### config.mk
export PLATFORM = sky130hd
export DESIGN_NAME = serial_command_id_table_flat
export DESIGN_NICKNAME = d
export VERILOG_FILES = /design/src/sv/sci_pkg.sv /design/src/sv/sci_rx_if.sv /design/src/sv/sci_tx_if.sv /design/src/sv/serial_command_id_table.sv /design/src/sv/sci_fifo.sv /design/src/sv/sci_front.sv /design/src/sv/sci_back.sv /design/src/flat_wrapper.sv
export SDC_FILE = /design/constraint.sdc
export NUM_CORES = 1
export LEC_CHECK = 0
export ABC_AREA = 1
export BUFFER_PORTS_ARGS = -buffer_cell sky130_fd_sc_hd__buf_4
export CORE_UTILIZATION = 45
export DETAILED_ROUTE_END_ITERATION = 8
export PLACE_DENSITY = 0.7
export SKIP_LAST_GASP = 1
export SLEW_MARGIN = 20
export SYNTH_ARGS = -nofsm -noshare
export SYNTH_HDL_FRONTEND = slang
export SYNTH_SLANG_ARGS = --single-unit
### constraint.sdc
create_clock -name clk -period 3.6 [get_ports clk]
set_input_delay 0.18 -clock clk [delete_from_list [all_inputs] [get_ports clk]]
set_output_delay 0.18 -clock clk [all_outputs]
set_load 0.05 [all_outputs]
### src/sv/sci_pkg.sv
// sci_pkg: shared types, register indexes and constants for the serial command ID table.
// No dependencies; compile first.
package sci_pkg;

	localparam logic [7:0] NEWLINE_BYTE = 8'd10;
	localparam int         OVF_LEN      = 9;
	localparam int         QUEUE_DEPTH  = 4;

	// register indexes (paddr[4:2])
	localparam logic [2:0] REG_DUMP      = 3'd0;
	localparam logic [2:0] REG_FLUSH     = 3'd1;
	localparam logic [2:0] REG_R1_ON     = 3'd2;
	localparam logic [2:0] REG_R2_ON     = 3'd3;
	localparam logic [2:0] REG_R1_OFF    = 3'd4;
	localparam logic [2:0] REG_R2_OFF    = 3'd5;

	typedef struct packed {
		logic [7:0] dump_code;
		logic [7:0] flush_code;
		logic [7:0] relay_one_on_code;
		logic [7:0] relay_two_on_code;
		logic [7:0] relay_one_off_code;
		logic [7:0] relay_two_off_code;
	} cfg_t;

	typedef enum logic [1:0] {
		KIND_STATUS,
		KIND_OVERFLOW,
		KIND_DUMP
	} kind_t;

	// one queue entry per accepted byte; state snapshot after that byte
	typedef struct packed {
		kind_t      kind;
		logic       relay_one;
		logic       relay_two;
		logic [2:0] count;
	} entry_t;

	typedef enum logic [1:0] {
		BK_IDLE,
		BK_READ,
		BK_SHOW
	} back_state_t;

	function automatic logic [7:0] ovf_byte(input logic [3:0] idx);
		logic [7:0] b;
		case (idx)
			4'd0: b = 8'h6f; // o
			4'd1: b = 8'h76; // v
			4'd2: b = 8'h65; // e
			4'd3: b = 8'h72; // r
			4'd4: b = 8'h66; // f
			4'd5: b = 8'h6c; // l
			4'd6: b = 8'h6f; // o
			4'd7: b = 8'h77; // w
			4'd8: b = NEWLINE_BYTE;
			default: b = 8'h00;
		endcase
		return b;
	endfunction

endpackage

### src/sv/sci_rx_if.sv
// sci_rx_if: valid/ready channel carrying received bytes.
// No dependencies.
interface sci_rx_if;
	logic       valid;
	logic       ready;
	logic [7:0] rx_byte;

	modport source (output valid, output rx_byte, input ready);
	modport sink (input valid, input rx_byte, output ready);
endinterface

### src/sv/sci_tx_if.sv
// sci_tx_if: valid/ready channel carrying result transactions.
// No dependencies.
interface sci_tx_if;
	logic       valid;
	logic       ready;
	logic       tx_valid;
	logic [7:0] tx_byte;
	logic       relay_one;
	logic       relay_two;
	logic [2:0] stored_count;
	logic       last;

	modport source (output valid, output tx_valid, output tx_byte, output relay_one,
		output relay_two, output stored_count, output last, input ready);
	modport sink (input valid, input tx_valid, input tx_byte, input relay_one,
		input relay_two, input stored_count, input last, output ready);
endinterface

### src/sv/serial_command_id_table.sv
// serial_command_id_table: top level; config registers, front, queue and back.
// Depends on sci_pkg, sci_rx_if, sci_tx_if, sci_fifo, sci_front, sci_back.
//
// channel | dir | payload                                          | note
// --------+-----+--------------------------------------------------+--------------------
// rx      | in  | rx_byte[7:0]                                     | one byte/transaction
// tx      | out | tx_valid, tx_byte[7:0], relay_one, relay_two,    | 1..52 per rx byte,
//         |     | stored_count[2:0], last                          | last on the final one
// apb     | in  | paddr[4:0], pwdata/prdata[31:0]                  | six 8-bit code regs
//
// The front takes one byte per cycle while the 4-entry queue has room.
// The back sends a plain status result from a show state, an overflow
// message from a show state per byte, and a dump from a registered table read
// and a show state per ID character, with a show state alone for each newline.
// The front stops taking bytes from a dump newline until the dump is out.
// Reset (arst_n low) empties line, table count, relays and queue; codes go to
// their defaults. The table memory itself is not cleared.
module serial_command_id_table #(
	parameter int ID_CHARS      = 12,
	parameter int LINE_CHARS    = 16,
	parameter int TABLE_ENTRIES = 4
) (
	input  logic        clk,
	input  logic        arst_n,
	sci_rx_if.sink      rx,
	sci_tx_if.source    tx,
	input  logic        psel,
	input  logic        penable,
	input  logic        pwrite,
	input  logic [4:0]  paddr,
	input  logic [31:0] pwdata,
	output logic [31:0] prdata,
	output logic        pready
);
	import sci_pkg::*;

	localparam int ADDR_W = $clog2(TABLE_ENTRIES * ID_CHARS);

	cfg_t              cfg_q;
	logic              cfg_wr;
	logic [2:0]        reg_idx;

	logic              q_push, q_full, q_pop, q_empty;
	entry_t            q_in, q_out;
	logic              dump_done;
	logic              wr_en;
	logic [ADDR_W-1:0] wr_addr;
	logic [7:0]        wr_data;

	// ---- configuration port: write on access phase, always ready
	assign pready  = 1'b1;
	assign reg_idx = paddr[4:2];
	assign cfg_wr  = psel && penable && pwrite && pready;

	always_ff @(posedge clk or negedge arst_n) begin
		if (!arst_n) begin
			cfg_q.dump_code          <= 8'd100;
			cfg_q.flush_code         <= 8'd102;
			cfg_q.relay_one_on_code  <= 8'd49;
			cfg_q.relay_two_on_code  <= 8'd50;
			cfg_q.relay_one_off_code <= 8'd51;
			cfg_q.relay_two_off_code <= 8'd52;
		end else if (cfg_wr) begin
			case (reg_idx)
				REG_DUMP:   cfg_q.dump_code          <= pwdata[7:0];
				REG_FLUSH:  cfg_q.flush_code         <= pwdata[7:0];
				REG_R1_ON:  cfg_q.relay_one_on_code  <= pwdata[7:0];
				REG_R2_ON:  cfg_q.relay_two_on_code  <= pwdata[7:0];
				REG_R1_OFF: cfg_q.relay_one_off_code <= pwdata[7:0];
				REG_R2_OFF: cfg_q.relay_two_off_code <= pwdata[7:0];
				default: ;  // unmapped: ignored
			endcase
		end
	end

	always_comb begin
		case (reg_idx)
			REG_DUMP:   prdata = {24'd0, cfg_q.dump_code};
			REG_FLUSH:  prdata = {24'd0, cfg_q.flush_code};
			REG_R1_ON:  prdata = {24'd0, cfg_q.relay_one_on_code};
			REG_R2_ON:  prdata = {24'd0, cfg_q.relay_two_on_code};
			REG_R1_OFF: prdata = {24'd0, cfg_q.relay_one_off_code};
			REG_R2_OFF: prdata = {24'd0, cfg_q.relay_two_off_code};
			default:    prdata = 32'd0;
		endcase
	end

	// ---- front: line tracking and command decode, one queue entry per byte
	sci_front #(
		.ID_CHARS      (ID_CHARS),
		.LINE_CHARS    (LINE_CHARS),
		.TABLE_ENTRIES (TABLE_ENTRIES),
		.ADDR_W        (ADDR_W)
	) u_front (
		.clk       (clk),
		.arst_n    (arst_n),
		.rx        (rx),
		.cfg       (cfg_q),
		.q_push    (q_push),
		.q_data    (q_in),
		.q_full    (q_full),
		.dump_done (dump_done),
		.wr_en     (wr_en),
		.wr_addr   (wr_addr),
		.wr_data   (wr_data)
	);

	// ---- queue: decouples decode from result output
	sci_fifo u_fifo (
		.clk       (clk),
		.arst_n    (arst_n),
		.push      (q_push),
		.push_data (q_in),
		.full      (q_full),
		.pop       (q_pop),
		.pop_data  (q_out),
		.empty     (q_empty)
	);

	// ---- back: ID table and result sequencing
	sci_back #(
		.ID_CHARS      (ID_CHARS),
		.TABLE_ENTRIES (TABLE_ENTRIES),
		.ADDR_W        (ADDR_W)
	) u_back (
		.clk       (clk),
		.arst_n    (arst_n),
		.q_empty   (q_empty),
		.q_data    (q_out),
		.q_pop     (q_pop),
		.wr_en     (wr_en),
		.wr_addr   (wr_addr),
		.wr_data   (wr_data),
		.dump_done (dump_done),
		.tx        (tx)
	);
endmodule

### src/sv/sci_fifo.sv
// sci_fifo: short entry queue between front and back.
// Depends on sci_pkg.
module sci_fifo (
	input  logic            clk,
	input  logic            arst_n,
	input  logic            push,
	input  sci_pkg::entry_t push_data,
	output logic            full,
	input  logic            pop,
	output sci_pkg::entry_t pop_data,
	output logic            empty
);
	import sci_pkg::*;

	localparam int PW = $clog2(QUEUE_DEPTH);

	entry_t        mem_q [QUEUE_DEPTH];
	logic [PW-1:0] wptr_q, rptr_q;
	logic [PW:0]   cnt_q;

	assign full     = (cnt_q == (PW+1)'(QUEUE_DEPTH));
	assign empty    = (cnt_q == '0);
	assign pop_data = mem_q[rptr_q];

	always_ff @(posedge clk) begin
		if (push && !full) mem_q[wptr_q] <= push_data;
	end

	always_ff @(posedge clk or negedge arst_n) begin
		if (!arst_n) begin
			wptr_q <= '0;
			rptr_q <= '0;
			cnt_q  <= '0;
		end else begin
			if (push && !full) wptr_q <= wptr_q + 1'b1;
			if (pop && !empty) rptr_q <= rptr_q + 1'b1;
			cnt_q <= cnt_q + (PW+1)'(push && !full) - (PW+1)'(pop && !empty);
		end
	end

	a_no_push_full: assert property (@(posedge clk) disable iff (!arst_n)
		(full && !pop) |=> (cnt_q == (PW+1)'(QUEUE_DEPTH)))
		else $error("fifo count moved while full without pop");
endmodule

### src/sv/sci_front.sv
// sci_front: accepts bytes, tracks the line, classifies commands, writes ID bytes.
// Depends on sci_pkg, sci_rx_if.
module sci_front #(
	parameter int ID_CHARS      = 12,
	parameter int LINE_CHARS    = 16,
	parameter int TABLE_ENTRIES = 4,
	parameter int ADDR_W        = 6
) (
	input  logic              clk,
	input  logic              arst_n,
	sci_rx_if.sink            rx,
	input  sci_pkg::cfg_t     cfg,
	output logic              q_push,
	output sci_pkg::entry_t   q_data,
	input  logic              q_full,
	input  logic              dump_done,
	output logic              wr_en,
	output logic [ADDR_W-1:0] wr_addr,
	output logic [7:0]        wr_data
);
	import sci_pkg::*;

	localparam int POS_W = $clog2(LINE_CHARS + 2);

	logic [POS_W-1:0] pos_q;     // bytes held in line
	logic [POS_W-1:0] zf_q;      // first zero byte position
	logic             zf_vld_q;
	logic [7:0]       first_q;
	logic [2:0]       cnt_q;
	logic             r1_q, r2_q;
	logic             pend_q;    // dump queued or running

	logic             fire;
	logic [POS_W-1:0] k_c;
	logic [7:0]       first_c;
	logic             room_c;
	logic             cnt_d_wr, r1_d, r2_d, set_pend;
	logic [2:0]       cnt_d;
	kind_t            kind_c;

	assign rx.ready = !q_full && !pend_q;
	assign fire     = rx.valid && rx.ready;
	assign room_c   = (cnt_q < 3'(TABLE_ENTRIES));

	// text length ends at first zero; the byte before newline becomes zero
	assign k_c     = zf_vld_q ? zf_q : (pos_q - 1'b1);
	assign first_c = (pos_q == POS_W'(1)) ? 8'h00 : first_q;

	always_comb begin
		kind_c   = KIND_STATUS;
		cnt_d    = cnt_q;
		cnt_d_wr = 1'b0;
		r1_d     = r1_q;
		r2_d     = r2_q;
		set_pend = 1'b0;
		if (rx.rx_byte == NEWLINE_BYTE) begin
			if (pos_q != '0) begin
				if (k_c == POS_W'(ID_CHARS)) begin
					if (room_c) begin
						cnt_d    = cnt_q + 3'd1;
						cnt_d_wr = 1'b1;
					end
				end else if (first_c == cfg.dump_code) begin
					if (cnt_q != '0) begin
						kind_c   = KIND_DUMP;
						set_pend = 1'b1;
					end
				end else if (first_c == cfg.flush_code) begin
					cnt_d    = '0;
					cnt_d_wr = 1'b1;
				end else if (first_c == cfg.relay_one_on_code) begin
					r1_d = 1'b1;
				end else if (first_c == cfg.relay_two_on_code) begin
					r2_d = 1'b1;
				end else if (first_c == cfg.relay_one_off_code) begin
					r1_d = 1'b0;
				end else if (first_c == cfg.relay_two_off_code) begin
					r2_d = 1'b0;
				end
			end
		end else if (pos_q > POS_W'(LINE_CHARS)) begin
			kind_c = KIND_OVERFLOW;
		end
	end

	assign q_push           = fire;
	assign q_data.kind      = kind_c;
	assign q_data.relay_one = r1_d;
	assign q_data.relay_two = r2_d;
	assign q_data.count     = cnt_d;

	// ID bytes go straight into the free slot at the table end
	assign wr_en   = fire && (rx.rx_byte != NEWLINE_BYTE) && (pos_q < POS_W'(ID_CHARS)) && room_c;
	assign wr_addr = ADDR_W'(int'(cnt_q) * ID_CHARS + int'(pos_q));
	assign wr_data = rx.rx_byte;

	always_ff @(posedge clk) begin
		if (fire && rx.rx_byte != NEWLINE_BYTE && pos_q == '0) first_q <= rx.rx_byte;
		if (fire && rx.rx_byte == 8'h00 && !zf_vld_q) zf_q <= pos_q;
	end

	always_ff @(posedge clk or negedge arst_n) begin
		if (!arst_n) begin
			pos_q    <= '0;
			zf_vld_q <= 1'b0;
			cnt_q    <= '0;
			r1_q     <= 1'b0;
			r2_q     <= 1'b0;
			pend_q   <= 1'b0;
		end else begin
			if (dump_done) pend_q <= 1'b0;
			if (fire) begin
				if (set_pend) pend_q <= 1'b1;
				if (cnt_d_wr) cnt_q <= cnt_d;
				r1_q <= r1_d;
				r2_q <= r2_d;
				if (rx.rx_byte == NEWLINE_BYTE || pos_q > POS_W'(LINE_CHARS)) begin
					pos_q    <= '0;
					zf_vld_q <= 1'b0;
				end else begin
					pos_q <= pos_q + 1'b1;
					if (rx.rx_byte == 8'h00) zf_vld_q <= 1'b1;
				end
			end
		end
	end

	a_pend_blocks: assert property (@(posedge clk) disable iff (!arst_n)
		pend_q |-> !fire)
		else $error("byte accepted while dump pending");
	a_wr_in_free_slot: assert property (@(posedge clk) disable iff (!arst_n)
		wr_en |-> (cnt_q < 3'(TABLE_ENTRIES)))
		else $error("ID write into occupied slot");
endmodule

### src/sv/sci_back.sv
// sci_back: holds the ID table, drains queue entries into result transactions.
// Depends on sci_pkg, sci_tx_if.
module sci_back #(
	parameter int ID_CHARS      = 12,
	parameter int TABLE_ENTRIES = 4,
	parameter int ADDR_W        = 6
) (
	input  logic              clk,
	input  logic              arst_n,
	input  logic              q_empty,
	input  sci_pkg::entry_t   q_data,
	output logic              q_pop,
	input  logic              wr_en,
	input  logic [ADDR_W-1:0] wr_addr,
	input  logic [7:0]        wr_data,
	output logic              dump_done,
	sci_tx_if.source          tx
);
	import sci_pkg::*;

	localparam int DEPTH  = TABLE_ENTRIES * ID_CHARS;
	localparam int SLOT_W = (TABLE_ENTRIES > 1) ? $clog2(TABLE_ENTRIES) : 1;
	localparam int CHR_W  = $clog2(ID_CHARS + 1);

	logic [7:0]        mem [DEPTH];
	back_state_t       state_q, state_d;
	entry_t            ent_q;
	logic [3:0]        idx_q;
	logic [SLOT_W-1:0] slot_q;
	logic [CHR_W-1:0]  chr_q;
	logic [7:0]        rdata_q;

	logic [2:0]        slot_nx;
	logic              nl_c, last_c, adv;
	logic [ADDR_W-1:0] rd_addr;

	assign slot_nx = {{(3-SLOT_W){1'b0}}, slot_q} + 3'd1;
	assign nl_c    = (chr_q == CHR_W'(ID_CHARS));
	assign rd_addr = ADDR_W'(int'(slot_q) * ID_CHARS + int'(chr_q));

	always_comb begin
		case (ent_q.kind)
			KIND_OVERFLOW: last_c = (idx_q == 4'(OVF_LEN - 1));
			KIND_DUMP:     last_c = nl_c && (slot_nx == ent_q.count);
			default:       last_c = 1'b1;
		endcase
	end

	// next state
	always_comb begin
		state_d = state_q;
		case (state_q)
			BK_IDLE: begin
				if (!q_empty) state_d = (q_data.kind == KIND_DUMP) ? BK_READ : BK_SHOW;
			end
			BK_READ: state_d = BK_SHOW;
			BK_SHOW: begin
				if (tx.ready) begin
					if (last_c) state_d = BK_IDLE;
					else if (ent_q.kind == KIND_DUMP) begin
						if (nl_c) state_d = BK_READ;
						else if (chr_q + 1'b1 == CHR_W'(ID_CHARS)) state_d = BK_SHOW;
						else state_d = BK_READ;
					end
				end
			end
			default: state_d = BK_IDLE;
		endcase
	end

	// outputs
	always_comb begin
		q_pop           = (state_q == BK_IDLE) && !q_empty;
		tx.valid        = (state_q == BK_SHOW);
		adv             = tx.valid && tx.ready;
		dump_done       = adv && last_c && (ent_q.kind == KIND_DUMP);
		tx.relay_one    = ent_q.relay_one;
		tx.relay_two    = ent_q.relay_two;
		tx.stored_count = ent_q.count;
		tx.last         = last_c;
		case (ent_q.kind)
			KIND_OVERFLOW: begin
				tx.tx_valid = 1'b1;
				tx.tx_byte  = ovf_byte(idx_q);
			end
			KIND_DUMP: begin
				tx.tx_valid = 1'b1;
				tx.tx_byte  = nl_c ? NEWLINE_BYTE : rdata_q;
			end
			default: begin
				tx.tx_valid = 1'b0;
				tx.tx_byte  = 8'h00;
			end
		endcase
	end

	always_ff @(posedge clk) begin
		if (wr_en) mem[wr_addr] <= wr_data;
		if (state_q == BK_READ) rdata_q <= mem[rd_addr];
		if (q_pop) ent_q <= q_data;
	end

	always_ff @(posedge clk or negedge arst_n) begin
		if (!arst_n) begin
			state_q <= BK_IDLE;
			idx_q   <= '0;
			slot_q  <= '0;
			chr_q   <= '0;
		end else begin
			state_q <= state_d;
			if (q_pop) begin
				idx_q  <= '0;
				slot_q <= '0;
				chr_q  <= '0;
			end else if (adv && !last_c) begin
				idx_q <= idx_q + 4'd1;
				if (nl_c) begin
					slot_q <= slot_q + 1'b1;
					chr_q  <= '0;
				end else begin
					chr_q <= chr_q + 1'b1;
				end
			end
		end
	end

	a_dump_slot_range: assert property (@(posedge clk) disable iff (!arst_n)
		(state_q != BK_IDLE && ent_q.kind == KIND_DUMP) |->
			({{(3-SLOT_W){1'b0}}, slot_q} < ent_q.count))
		else $error("dump slot beyond stored count");
	a_ovf_index: assert property (@(posedge clk) disable iff (!arst_n)
		(state_q == BK_SHOW && ent_q.kind == KIND_OVERFLOW) |-> (idx_q < 4'(OVF_LEN)))
		else $error("overflow index out of range");
	a_show_holds: assert property (@(posedge clk) disable iff (!arst_n)
		(tx.valid && !tx.ready) |=> (tx.valid && $stable(tx.tx_byte)))
		else $error("result changed while stalled");
endmodule
### src/flat_wrapper.sv
// flat-port wrapper written by rule: the top's interface ports become plain ports
module serial_command_id_table_flat import sci_pkg::*;
#(
	parameter int ID_CHARS      = 12,
	parameter int LINE_CHARS    = 16,
	parameter int TABLE_ENTRIES = 4
)
  (clk, arst_n, psel, penable, pwrite, paddr, pwdata, prdata, pready, rx_valid, rx_rx_byte, rx_ready, tx_valid, tx_tx_valid, tx_tx_byte, tx_relay_one, tx_relay_two, tx_stored_count, tx_last, tx_ready);
  sci_rx_if rx_i ();
  sci_tx_if tx_i ();
  input  logic clk;
  input  logic arst_n;
  input  logic psel;
  input  logic penable;
  input  logic pwrite;
  input  logic [4:0] paddr;
  input  logic [31:0] pwdata;
  output logic [31:0] prdata;
  output logic pready;
  input wire logic [$bits(rx_i.valid)-1:0] rx_valid;
  input wire logic [$bits(rx_i.rx_byte)-1:0] rx_rx_byte;
  output wire logic [$bits(rx_i.ready)-1:0] rx_ready;
  output wire logic [$bits(tx_i.valid)-1:0] tx_valid;
  output wire logic [$bits(tx_i.tx_valid)-1:0] tx_tx_valid;
  output wire logic [$bits(tx_i.tx_byte)-1:0] tx_tx_byte;
  output wire logic [$bits(tx_i.relay_one)-1:0] tx_relay_one;
  output wire logic [$bits(tx_i.relay_two)-1:0] tx_relay_two;
  output wire logic [$bits(tx_i.stored_count)-1:0] tx_stored_count;
  output wire logic [$bits(tx_i.last)-1:0] tx_last;
  input wire logic [$bits(tx_i.ready)-1:0] tx_ready;
  assign rx_i.valid = rx_valid;
  assign rx_i.rx_byte = rx_rx_byte;
  assign rx_ready = rx_i.ready;
  assign tx_valid = tx_i.valid;
  assign tx_tx_valid = tx_i.tx_valid;
  assign tx_tx_byte = tx_i.tx_byte;
  assign tx_relay_one = tx_i.relay_one;
  assign tx_relay_two = tx_i.relay_two;
  assign tx_stored_count = tx_i.stored_count;
  assign tx_last = tx_i.last;
  assign tx_i.ready = tx_ready;
  serial_command_id_table #(.ID_CHARS(ID_CHARS), .LINE_CHARS(LINE_CHARS), .TABLE_ENTRIES(TABLE_ENTRIES)) u_core (.clk(clk), .arst_n(arst_n), .rx(rx_i), .tx(tx_i), .psel(psel), .penable(penable), .pwrite(pwrite), .paddr(paddr), .pwdata(pwdata), .prdata(prdata), .pready(pready));
endmodule
==> results of run 1 <==
-- logic make-up (layout without fill, tap and decap cells) --
group,after synthesis,in the layout,synth area share [%]
AOI/OAI and AO/OA,459,459,12.0
xor gates and xnor gates,23,23,0.887
adders and majority gates,33,33,1.95
buffers and inverters,256,360,4.98
DFF,519,519,67.0
other,2,25,0.0331
and+or+nand+nor,720,720,13.2
-- placed cells by master, fill, tap and decap left out, types with 18 or more instances in the layout --
cell type  instances
dfstp_2           20
a21oi_1           18
nand3_1          119
clkbuf_16         54
o22ai_1           29
nor2_1           330
ha_1              28
conb_1            25
nand2_1          231
buf_4            119
o21ai_0          279
dfrtp_1           57
inv_1            124
edfxtp_1         440
o221ai_1          81
-- layer usage --
layer / track usage, % / wire, um
met5: 0 / 0
met4: 7.96 / 1850
met3: 3.14 / 4420
met2: 35.5 / 26500
met1: 30.8 / 23800
-- per-stage QoR --
step                      utilization (%)  instances  hold slack (ps)  worst slack, ps  instance area, um^2
final                                52.4       2803             83.1              340                25800
after global routing                 52.4       2803              107             73.1                25800
after CTS                            52.4       2803             72.5              342                25800
after detailed placement             48.6       2695              164              364                24000
after global placement               48.6       2695              158              343                24000
after floorplan                         -       2035             -116              480                22800
-- worst register-to-register path, delay by kind of cell (launching register included) --
kind / cells / cell delay [ps]
adders and majority gates: 3 / 1090
DFF: 1 / 440
AOI/OAI and AO/OA: 1 / 150
xor gates and xnor gates: 1 / 170
and+or+nand+nor: 4 / 1040
-- state kept, by name (all words and copies together), names as in the netlist, 2 cells and up --
name,cells
u_core.u_fifo.cnt_q,3
u_core.u_back.tx.stored_count,3
u_core.u_front.pos_q,5
u_core.u_front.zf_q,5
u_core.u_back.slot_q,2
u_core.u_fifo.wptr_q,2
u_core.u_fifo.rptr_q,2
u_core.u_back.mem,384
u_core.u_front.first_q,8
u_core.u_back.chr_q,4
u_core.u_fifo.mem_q,28
u_core.u_back.idx_q,4
u_core.u_back.rdata_q,8
u_core.u_front.cnt_q,3
u_core.u_back.ent_q,2
u_core.u_back.state_q,2
u_core.cfg_q,48
-- where the power goes --
part	leakage, uW	internal, uW	switching, uW	total [uW]
logic	0.00365	1600	4050	5650
registers	0.00495	7120	366	7490
clock network	0.000868	3330	2280	5610
-- layout make-up --
| cell class | instances | area (um^2) |
|---|---|---|
| Clock buffer | 65 | 1390 |
| Clock inverter | 33 | 380 |
| Fill cell | 4189 | 23500 |
| Inverter | 129 | 487 |
| Multi-Input combinational cell | 1260 | 6460 |
| Sequential cell | 519 | 15200 |
| Tap cell | 664 | 831 |
| Timing Repair Buffer | 133 | 1070 |
-- how the worst max path moves through the flow --
stage / from / end
floorplan: u_core.u_fifo.cnt_q[0] / u_core.u_fifo.cnt_q[2]
global placement: u_core.u_front.cnt_q[1] / u_core.u_back.mem[19][4]
CTS: u_core.u_front.cnt_q[1] / u_core.u_back.mem[18][1]
finish: u_core.u_front.cnt_q[1] / u_core.u_back.mem[44][1]
detailed placement: u_core.u_front.cnt_q[1] / u_core.u_back.mem[19][4]
global route: u_core.u_front.cnt_q[1] / u_core.u_back.mem[18][1]
==> results.ini, run 1 <==
[layout]
fin_nets=2180
area_growth_pct=13.8
drive_gt1_share_pct=11.2
antenna_cells=0

[global_route]
antenna_found_initial=0
grt_pass1_wl_mm=87.0
grt_pass1_vias=15048
grt.total_usage_pct=22.2
grt_max_degree=132
grt-ovfl-total=0

[setup_path]
critPathArrivalTime_ps=3470
critPathBufInv=0
regToRegSetupSlack_ps=340
path_cells=ha_1 > fa_1 > ha_1 > a21oi_1 > nand2_1 > xor2_1 > nor2_1 > nand2_1 > nor2_1
path_depth=9
slowest_stage=nor2_1
cp_max_fo=8
criticalPathCategory=register to register
start_kind=register
cpPeakStageDelay_ps=620
r2r-end=u_core.u_back.mem[44][1]
critPathRequiredTime_ps=3810
crit_family=adder cells
reg2regPathDepth=9
rr_startpoint=u_core.u_front.cnt_q[1]
cp-end-kind=register

[power_and_ir_drop]
power_density_mw_per_mm2=725
p_leak_uw=0.00946
total_power_uw=18700
ir_drop_uv=455

[clock_tree]
cts_resized=0
clkSinkCount=519
max-clock-path-buffers=3
post_cts_buffers=0
cts_hold_buf=10
cts-buffers-inserted=52
cts_tree=yes
clkTransAtPathRegs_ps=60
htreeDepth=2
cts_root_buffer=clkbuf_16
clkLatencyLatePin_ps=600

[logic_synthesis]
synth_area_leaders=edfxtp_1 (58%), dfrtp_1 (6.5%), o21ai_0 (6.1%)
ys.flop_type=edfxtp_1
yosysMostFrequentCell=edfxtp_1
syn_inst=2012
yosysTopAreaCellShare_pct=58.1
yosys-top-cells-count=edfxtp_1 (440), nor2_1 (330), o21ai_0 (279)
ys_warn_count=0
ys_types=46
synth-edff-count=440
synthArstFlopShare_pct=15.2
syn_avg_cell_area_um2=11.3
yosys.area.top_type=edfxtp_1
seq_area_frac_synth_pct=67.0
netlist_area_mm2=0.0227
ys_ff_latch=519

[route]
drc=0
viasPerCell=5.66
wire_per_inst_um=20.2
first_pass_iters=7
drt_iter0_drc=1794
drt_wl_total_mm=56.6
via_count=15873
antenna_left=0

[die]
die_height_um=227
fp.dieW_um=227
ioPinCount=102
fp-row-count=81
dieArea_mm2=0.0514
initial_core_util_pct=46.0
core_area_mm2=0.0494

[sta]
maxSlewViolCount=0
setup_violations=0
final.period_utilization_pct=90.6
relSlewSlack_pct=29.5
clock.fmax_mhz=307
tightest_slew_ps=1050
finalCriticalPeriod_ps=3260
tns_ps=0
hold_violations=0
fin_skew_ps=31.6
rsz0062_at_grt=no

[placed_design]
io_buffers=50
place_hpwl_mm=34.4
gp_congestion=0.892

[hold_path]
hp-class=primary input to async pin

[outcome]
status=complete, no violations

[job]
maxCapViolCount=0

Note: power is estimated with default switching activity, not from simulation.
==> run 2, diff against run 1 <==
==> constraint.sdc (replaced) <==
create_clock -name clk -period 3 [get_ports clk]
set_input_delay 0.15 -clock clk [delete_from_list [all_inputs] [get_ports clk]]
set_output_delay 0.15 -clock clk [all_outputs]
set_load 0.05 [all_outputs]
==> results.ini, run 2 (same netlist as run 1, synthesis figures left out) <==
[outcome]
status=complete, no violations

[setup_path]
slowest_stage=fa_1
reg2regPathDepth=11  ; +2
regToRegSetupSlack_ps=170  ; -170 ps
cp_max_fo=8  ; unchanged
criticalPathCategory=register to register
path_cells=ha_2 > fa_1 > ha_4 > buf_4 > xor2_2 > inv_1 > nor2_1 > nand2_1 > buf_4 > nor2_1 > buf_4
cpPeakStageDelay_ps=550  ; -70 ps
rr_startpoint=u_core.u_front.cnt_q[0]
start_kind=register
cp_common_cell=buf_4
critPathArrivalTime_ps=3110  ; -360 ps
cp-end-kind=register
r2r-end=u_core.u_back.mem[33][0]
critPathRequiredTime_ps=3280  ; -530 ps

[route]
wl_met2_mm=27.3  ; +3.0%
wire_per_inst_um=20.5  ; +1.6%
top_layer_used=met4
viasPerCell=5.69  ; +0.49%
drt_iter0_drc=2069  ; +15%
via_count=16076  ; +1.3%
wl_met3_mm=4.68  ; +5.8%
drc=0  ; unchanged
antenna_left=0  ; unchanged
drt_wl_total_mm=58.0  ; +2.4%
wl_met1_mm=23.8  ; -0.15%
first_pass_iters=6  ; -1

[die]
fp-row-count=81  ; unchanged
core_area_mm2=0.0494  ; unchanged
initial_core_util_pct=46.0  ; unchanged
ioPinCount=102  ; unchanged
die_height_um=227  ; unchanged
fp.dieW_um=227  ; unchanged
dieArea_mm2=0.0514  ; unchanged

[clock_tree]
max-clock-path-buffers=3  ; unchanged
cts-buffers-inserted=51  ; -1.9%
cts_tree=yes
htreeDepth=2  ; unchanged
clkSinkCount=519  ; unchanged
cts_root_buffer=clkbuf_16
post_cts_buffers=0  ; unchanged
clkTransAtPathRegs_ps=60  ; about the same
clkLatencyLatePin_ps=600  ; about the same

[layout]
area_growth_pct=14.1
drive_gt1_share_pct=12.6  ; +1.4 points
fin_nets=2206  ; +1.2%
layout_commonest_cell=edfxtp_1
layout_common_cells=edfxtp_1 (440), nor2_1 (327), o21ai_0 (278)
fin_cells=2825  ; +0.78%
reg.largest.list=u_core.u_back.mem (384), u_core.cfg_q (48), u_core.u_fifo.mem_q (28)
antenna_cells=0  ; unchanged
largest_reg_flops=384  ; unchanged
regMostFlops=u_core.u_back.mem
final_util_pct=52.5  ; +0.15 points

[sta]
rsz0062_at_grt=no
fin_hold_ws_ps=26.7  ; -56.4 ps
final.period_utilization_pct=94.3  ; +3.7 points
clock.fmax_mhz=353  ; +15%
fin_skew_ps=29.3  ; -2.32 ps
maxSlewViolCount=0  ; unchanged
setup_violations=0  ; unchanged
tns_ps=0  ; unchanged
tightest_slew_ps=949  ; -105 ps
finalCriticalPeriod_ps=2830  ; -431 ps
relSlewSlack_pct=36.8  ; +7.2 points
hold_violations=0  ; unchanged
final.setup.worst_slack_ps=171  ; -169 ps

[global_route]
grt_pass1_vias=15324  ; +1.8%
antenna_found_initial=0  ; unchanged
grt_max_degree=130  ; -1.5%
grt.total_usage_pct=22.9  ; +0.73 points
grt_pass1_wl_mm=89.1  ; +2.5%
grt-ovfl-total=0  ; unchanged

[hold_path]
holdPathEnd=u_core.u_front.r1_q
hold_depth=5
hp-class=primary input to register
worstHoldStart=rx_valid

[power_and_ir_drop]
p_leak_uw=0.00951  ; +0.44%
ir_drop_uv=612  ; +35%
power_density_mw_per_mm2=849  ; +17%

[placed_design]
place_hpwl_mm=35.9  ; +4.4%
place_ws_ps=27.4  ; -337 ps
dpl.cell_count=2720  ; +0.93%
gp_congestion=0.938  ; +5.1%
io_buffers=50  ; unchanged

[job]
maxCapViolCount=0  ; unchanged

-- run 2: area by class of cell --
cell class,count,area [um^2]
tap,664,831
timing repair buffer,160,1280
fill,4216,23400
clock inverter,26,179
sequential,519,15200
clock buffer,67,1410
multi-input combinational,1260,6520
inverter,129,487
-- run 2: how the worst max path moves through the flow --
| stage | start | to | slack, ps | cells past startpoint |
|---|---|---|---|---|
| 2_1_floorplan | u_core.u_front.cnt_q[1] | u_core.u_back.mem[10][0] | 100 | 10 |
| 3_3_place_gp | u_core.u_front.cnt_q[0] | u_core.u_back.mem[23][1] | 10 | 12 |
| 3_5_place_dp | u_core.u_front.cnt_q[0] | u_core.u_back.mem[15][0] | 30 | 11 |
| 4_1_cts | u_core.u_front.cnt_q[0] | u_core.u_back.mem[15][3] | 10 | 11 |
| 5_1_grt | u_core.u_front.cnt_q[1] | u_core.u_back.mem[6][7] | 8 | 12 |
| 6_report | u_core.u_front.cnt_q[0] | u_core.u_back.mem[33][0] | 170 | 11 |
-- run 2: layer usage --
metal  global-route usage (%)  vias to the layer above
met3                     3.98                      143
li1                         -                     7368
met5                        0                        -
met1                     31.2                     7737
met2                     36.4                      828
met4                     9.29                        0
-- run 2: stage by stage --
stage          cell area, um^2  total power, uW
2_1_floorplan            22800            13700
3_3_place_gp             24200            15700
3_5_place_dp             24200            15900
4_1_cts                  25900            22000
5_1_grt                  25900            23100
6_report                 25900            22000
-- run 2: power by group --
part | internal [uW] | total (uW) | switching, uW
clock network | 3390 | 6090 | 2700
logic | 1990 | 6960 | 4970
registers | 8550 | 8960 | 411
total | 13900 | 22000 | 8080
-- run 2: critical path, delay by kind of cell (launching register included) --
kind	cells	cell delay, ps
buf+inv	4	610
simple gates	3	360
flops	1	380
xor+xnor	1	180
fa+ha+maj	3	970
-- run 2: timing repair --
action                     4_1_cts  5_1_grt
hold endpoints to repair       108        0
hold buffers                    12        0
setup endpoints to repair        0      388
gates resized for setup          0       12
==> run 3, diff against run 2 <==
--- a/config.mk
+++ b/config.mk
@@ -9,7 +9,7 @@
 export BUFFER_PORTS_ARGS = -buffer_cell sky130_fd_sc_hd__buf_4
 export CORE_UTILIZATION = 45
 export DETAILED_ROUTE_END_ITERATION = 8
-export PLACE_DENSITY = 0.7
+export PLACE_DENSITY = 0.73
 export SKIP_LAST_GASP = 1
 export SLEW_MARGIN = 20
 export SYNTH_ARGS = -nofsm -noshare
==> constraint.sdc (replaced) <==
create_clock -name clk -period 2.37 [get_ports clk]
set_input_delay 0.237 -clock clk [delete_from_list [all_inputs] [get_ports clk]]
set_output_delay 0.237 -clock clk [all_outputs]
set_load 0.05 [all_outputs]
==> results.ini, run 3 (same netlist as run 1, synthesis figures left out) <==
[layout]
layout_commonest_cell=edfxtp_1
final_area_mm2=0.0273  ; +5.1%
fin_nets=2223  ; +0.77%
largest_reg_flops=384  ; unchanged
reg.largest.list=u_core.u_back.mem (384), u_core.cfg_q (48), u_core.u_fifo.mem_q (28)
area_growth_pct=19.9
antenna_cells=0  ; unchanged
fin_cells=2845  ; +0.71%
layout_common_cells=edfxtp_1 (440), o21ai_0 (274), nor2_1 (273)
regMostFlops=u_core.u_back.mem
drive_gt1_share_pct=20.0  ; +7.4 points

[setup_path]
start_kind=register
rr_startpoint=u_core.u_front.cnt_q[1]
cpPeakStageDelay_ps=530  ; -20 ps
critPathArrivalTime_ps=3070  ; -40 ps
reg2regPathDepth=10  ; -1
regToRegSetupSlack_ps=-430  ; -600 ps
critPathRequiredTime_ps=2640  ; -640 ps
slowest_stage=fa_1
cp-end-kind=register
path_cells=ha_2 > fa_1 > ha_4 > a21oi_2 > nand2_2 > xor2_4 > inv_2 > nor2_4 > nand2_8 > nor2_4
cp_max_fo=8  ; unchanged
r2r-end=u_core.u_back.mem[15][2]
criticalPathCategory=register to register
cp_common_cell=nor2_4

[global_route]
grt-ovfl-total=0  ; unchanged
grt_max_degree=113  ; -13%
antenna_found_initial=0  ; unchanged
grt_pass1_wl_mm=89.7  ; +0.64%
grt_pass1_vias=15509  ; +1.2%
grt.total_usage_pct=23.2  ; +0.27 points

[route]
antenna_left=0  ; unchanged
wire_per_inst_um=20.9  ; +2.0%
drt_wl_total_mm=59.6  ; +2.7%
drt_iter0_drc=2154  ; +4.1%
drc=0  ; unchanged
via_count=16372  ; +1.8%
first_pass_iters=6  ; unchanged
viasPerCell=5.75  ; +1.1%

[power_and_ir_drop]
total_power_uw=29400  ; +34%
p_leak_uw=0.00975  ; +2.6%
power_density_mw_per_mm2=1080  ; +27%
ir_drop_uv=734  ; +20%

[clock_tree]
clkTransAtPathRegs_ps=60  ; about the same
clkSinkCount=519  ; unchanged
max-clock-path-buffers=3  ; unchanged
htreeDepth=2  ; unchanged
cts_root_buffer=clkbuf_16
clkLatencyLatePin_ps=600  ; about the same
cts-buffers-inserted=51  ; unchanged
cts_tree=yes

[placed_design]
dpl-instance-area_mm2=0.0249  ; +3.0%
dpl.cell_count=2726  ; +0.22%
io_buffers=50  ; unchanged
place_hpwl_mm=37.7  ; +5.0%
gp_congestion=0.909  ; -3.1%

[sta]
tightest_slew_ps=831  ; -117 ps
fin_skew_ps=23.9  ; -5.34 ps
clock.fmax_mhz=357  ; +0.92%
setup_violations=388  ; +388
maxSlewViolCount=0  ; unchanged
hold_violations=0  ; unchanged
final.setup.worst_slack_ps=-434  ; -604 ps
final.period_utilization_pct=118  ; +24 points
relSlewSlack_pct=44.4  ; +7.6 points
finalCriticalPeriod_ps=2800  ; -25.7 ps
tns_ps=-143780  ; -143780 ps
rsz0062_at_grt=yes

[hold_path]
worstHoldStart=tx_ready
hold_depth=3  ; -2
holdPathEnd=u_core.u_back.state_q[0]
hp-class=primary input to register

[die]
initial_core_util_pct=46.0  ; unchanged
die_height_um=227  ; unchanged
fp-row-count=81  ; unchanged
ioPinCount=102  ; unchanged
fp.dieW_um=227  ; unchanged
core_area_mm2=0.0494  ; unchanged
dieArea_mm2=0.0514  ; unchanged

[outcome]
status=complete, but fails checks
violations=negative setup slack

[job]
maxCapViolCount=0  ; unchanged

[run 3: cell count changes in the layout (fill, tap and decap cells not counted), moves of 13 or more]
cell,change
buf_6,+15
nor2_1,-54
nor2_4,+55
inv_1,-13
nand2_1,-20
nand3_1,-27
nand3_2,+25
[run 3: what timing repair did]
action	in CTS	in global routing
buffers inserted	4	8
pin swaps	40	22
endpoints found under the setup margin	419	429
gates resized for setup	46	76
endpoints found under the hold margin	72	0
hold buffers	9	0
gates cloned	2	0
[run 3: through the flow]
step	setup WS [ps]	hold slack [ps]	utilization, %
2_1_floorplan	-371	-58.6	-
3_3_place_gp	-423	263	50.4
3_5_place_dp	-469	276	50.4
4_1_cts	-442	28.3	54.5
5_1_grt	-534	68.4	55.2
6_report	-434	47.3	55.2
[run 3: how the worst max path moves through the flow]
stage	start	to	cells past startpoint
after floorplan	u_core.u_front.cnt_q[1]	u_core.u_back.mem[43][0]	8
after global placement	u_core.u_front.cnt_q[1]	u_core.u_back.mem[0][6]	10
after detailed placement	u_core.u_front.cnt_q[1]	u_core.u_back.mem[0][3]	10
after CTS	u_core.u_front.cnt_q[1]	u_core.u_back.mem[7][7]	10
after global routing	u_core.u_front.cnt_q[1]	u_core.u_back.mem[8][3]	10
final	u_core.u_front.cnt_q[1]	u_core.u_back.mem[15][2]	10
[run 3: cell type report]
cell class	instances	area (um^2)
multi-input cells	1262	7460
clock buffers	67	1400
flip-flops and latches	519	15200
clock inverters	29	260
fillers	3951	22100
well taps	664	831
repair buffers	175	1580
inverters	129	498
[run 3: report_power, final]
| part | switching [uW] | internal [uW] | total, uW |
|---|---|---|---|
| Combinational | 6840 | 3270 | 10100 |
| Clock | 3410 | 4600 | 8010 |
| Sequential | 499 | 10800 | 11300 |
| Total | 10800 | 18700 | 29400 |
[run 3: per-layer routing]
metal / up-vias / routed length (um) / GRT usage, %
met5: - / 0 / 0
met4: 0 / 1930 / 8.37
met3: 151 / 5070 / 4.00
met2: 866 / 28100 / 37.3
met1: 7925 / 24400 / 31.5
li1: 7430 / - / -
[run 3: critical path, delay by kind of cell, from the launching register on]
family | cells | cell delay [ps]
simple gates | 4 | 740
xor+xnor | 1 | 180
buf+inv | 1 | 90
compound gates | 1 | 130
flops | 1 | 380
fa+ha+maj | 3 | 950
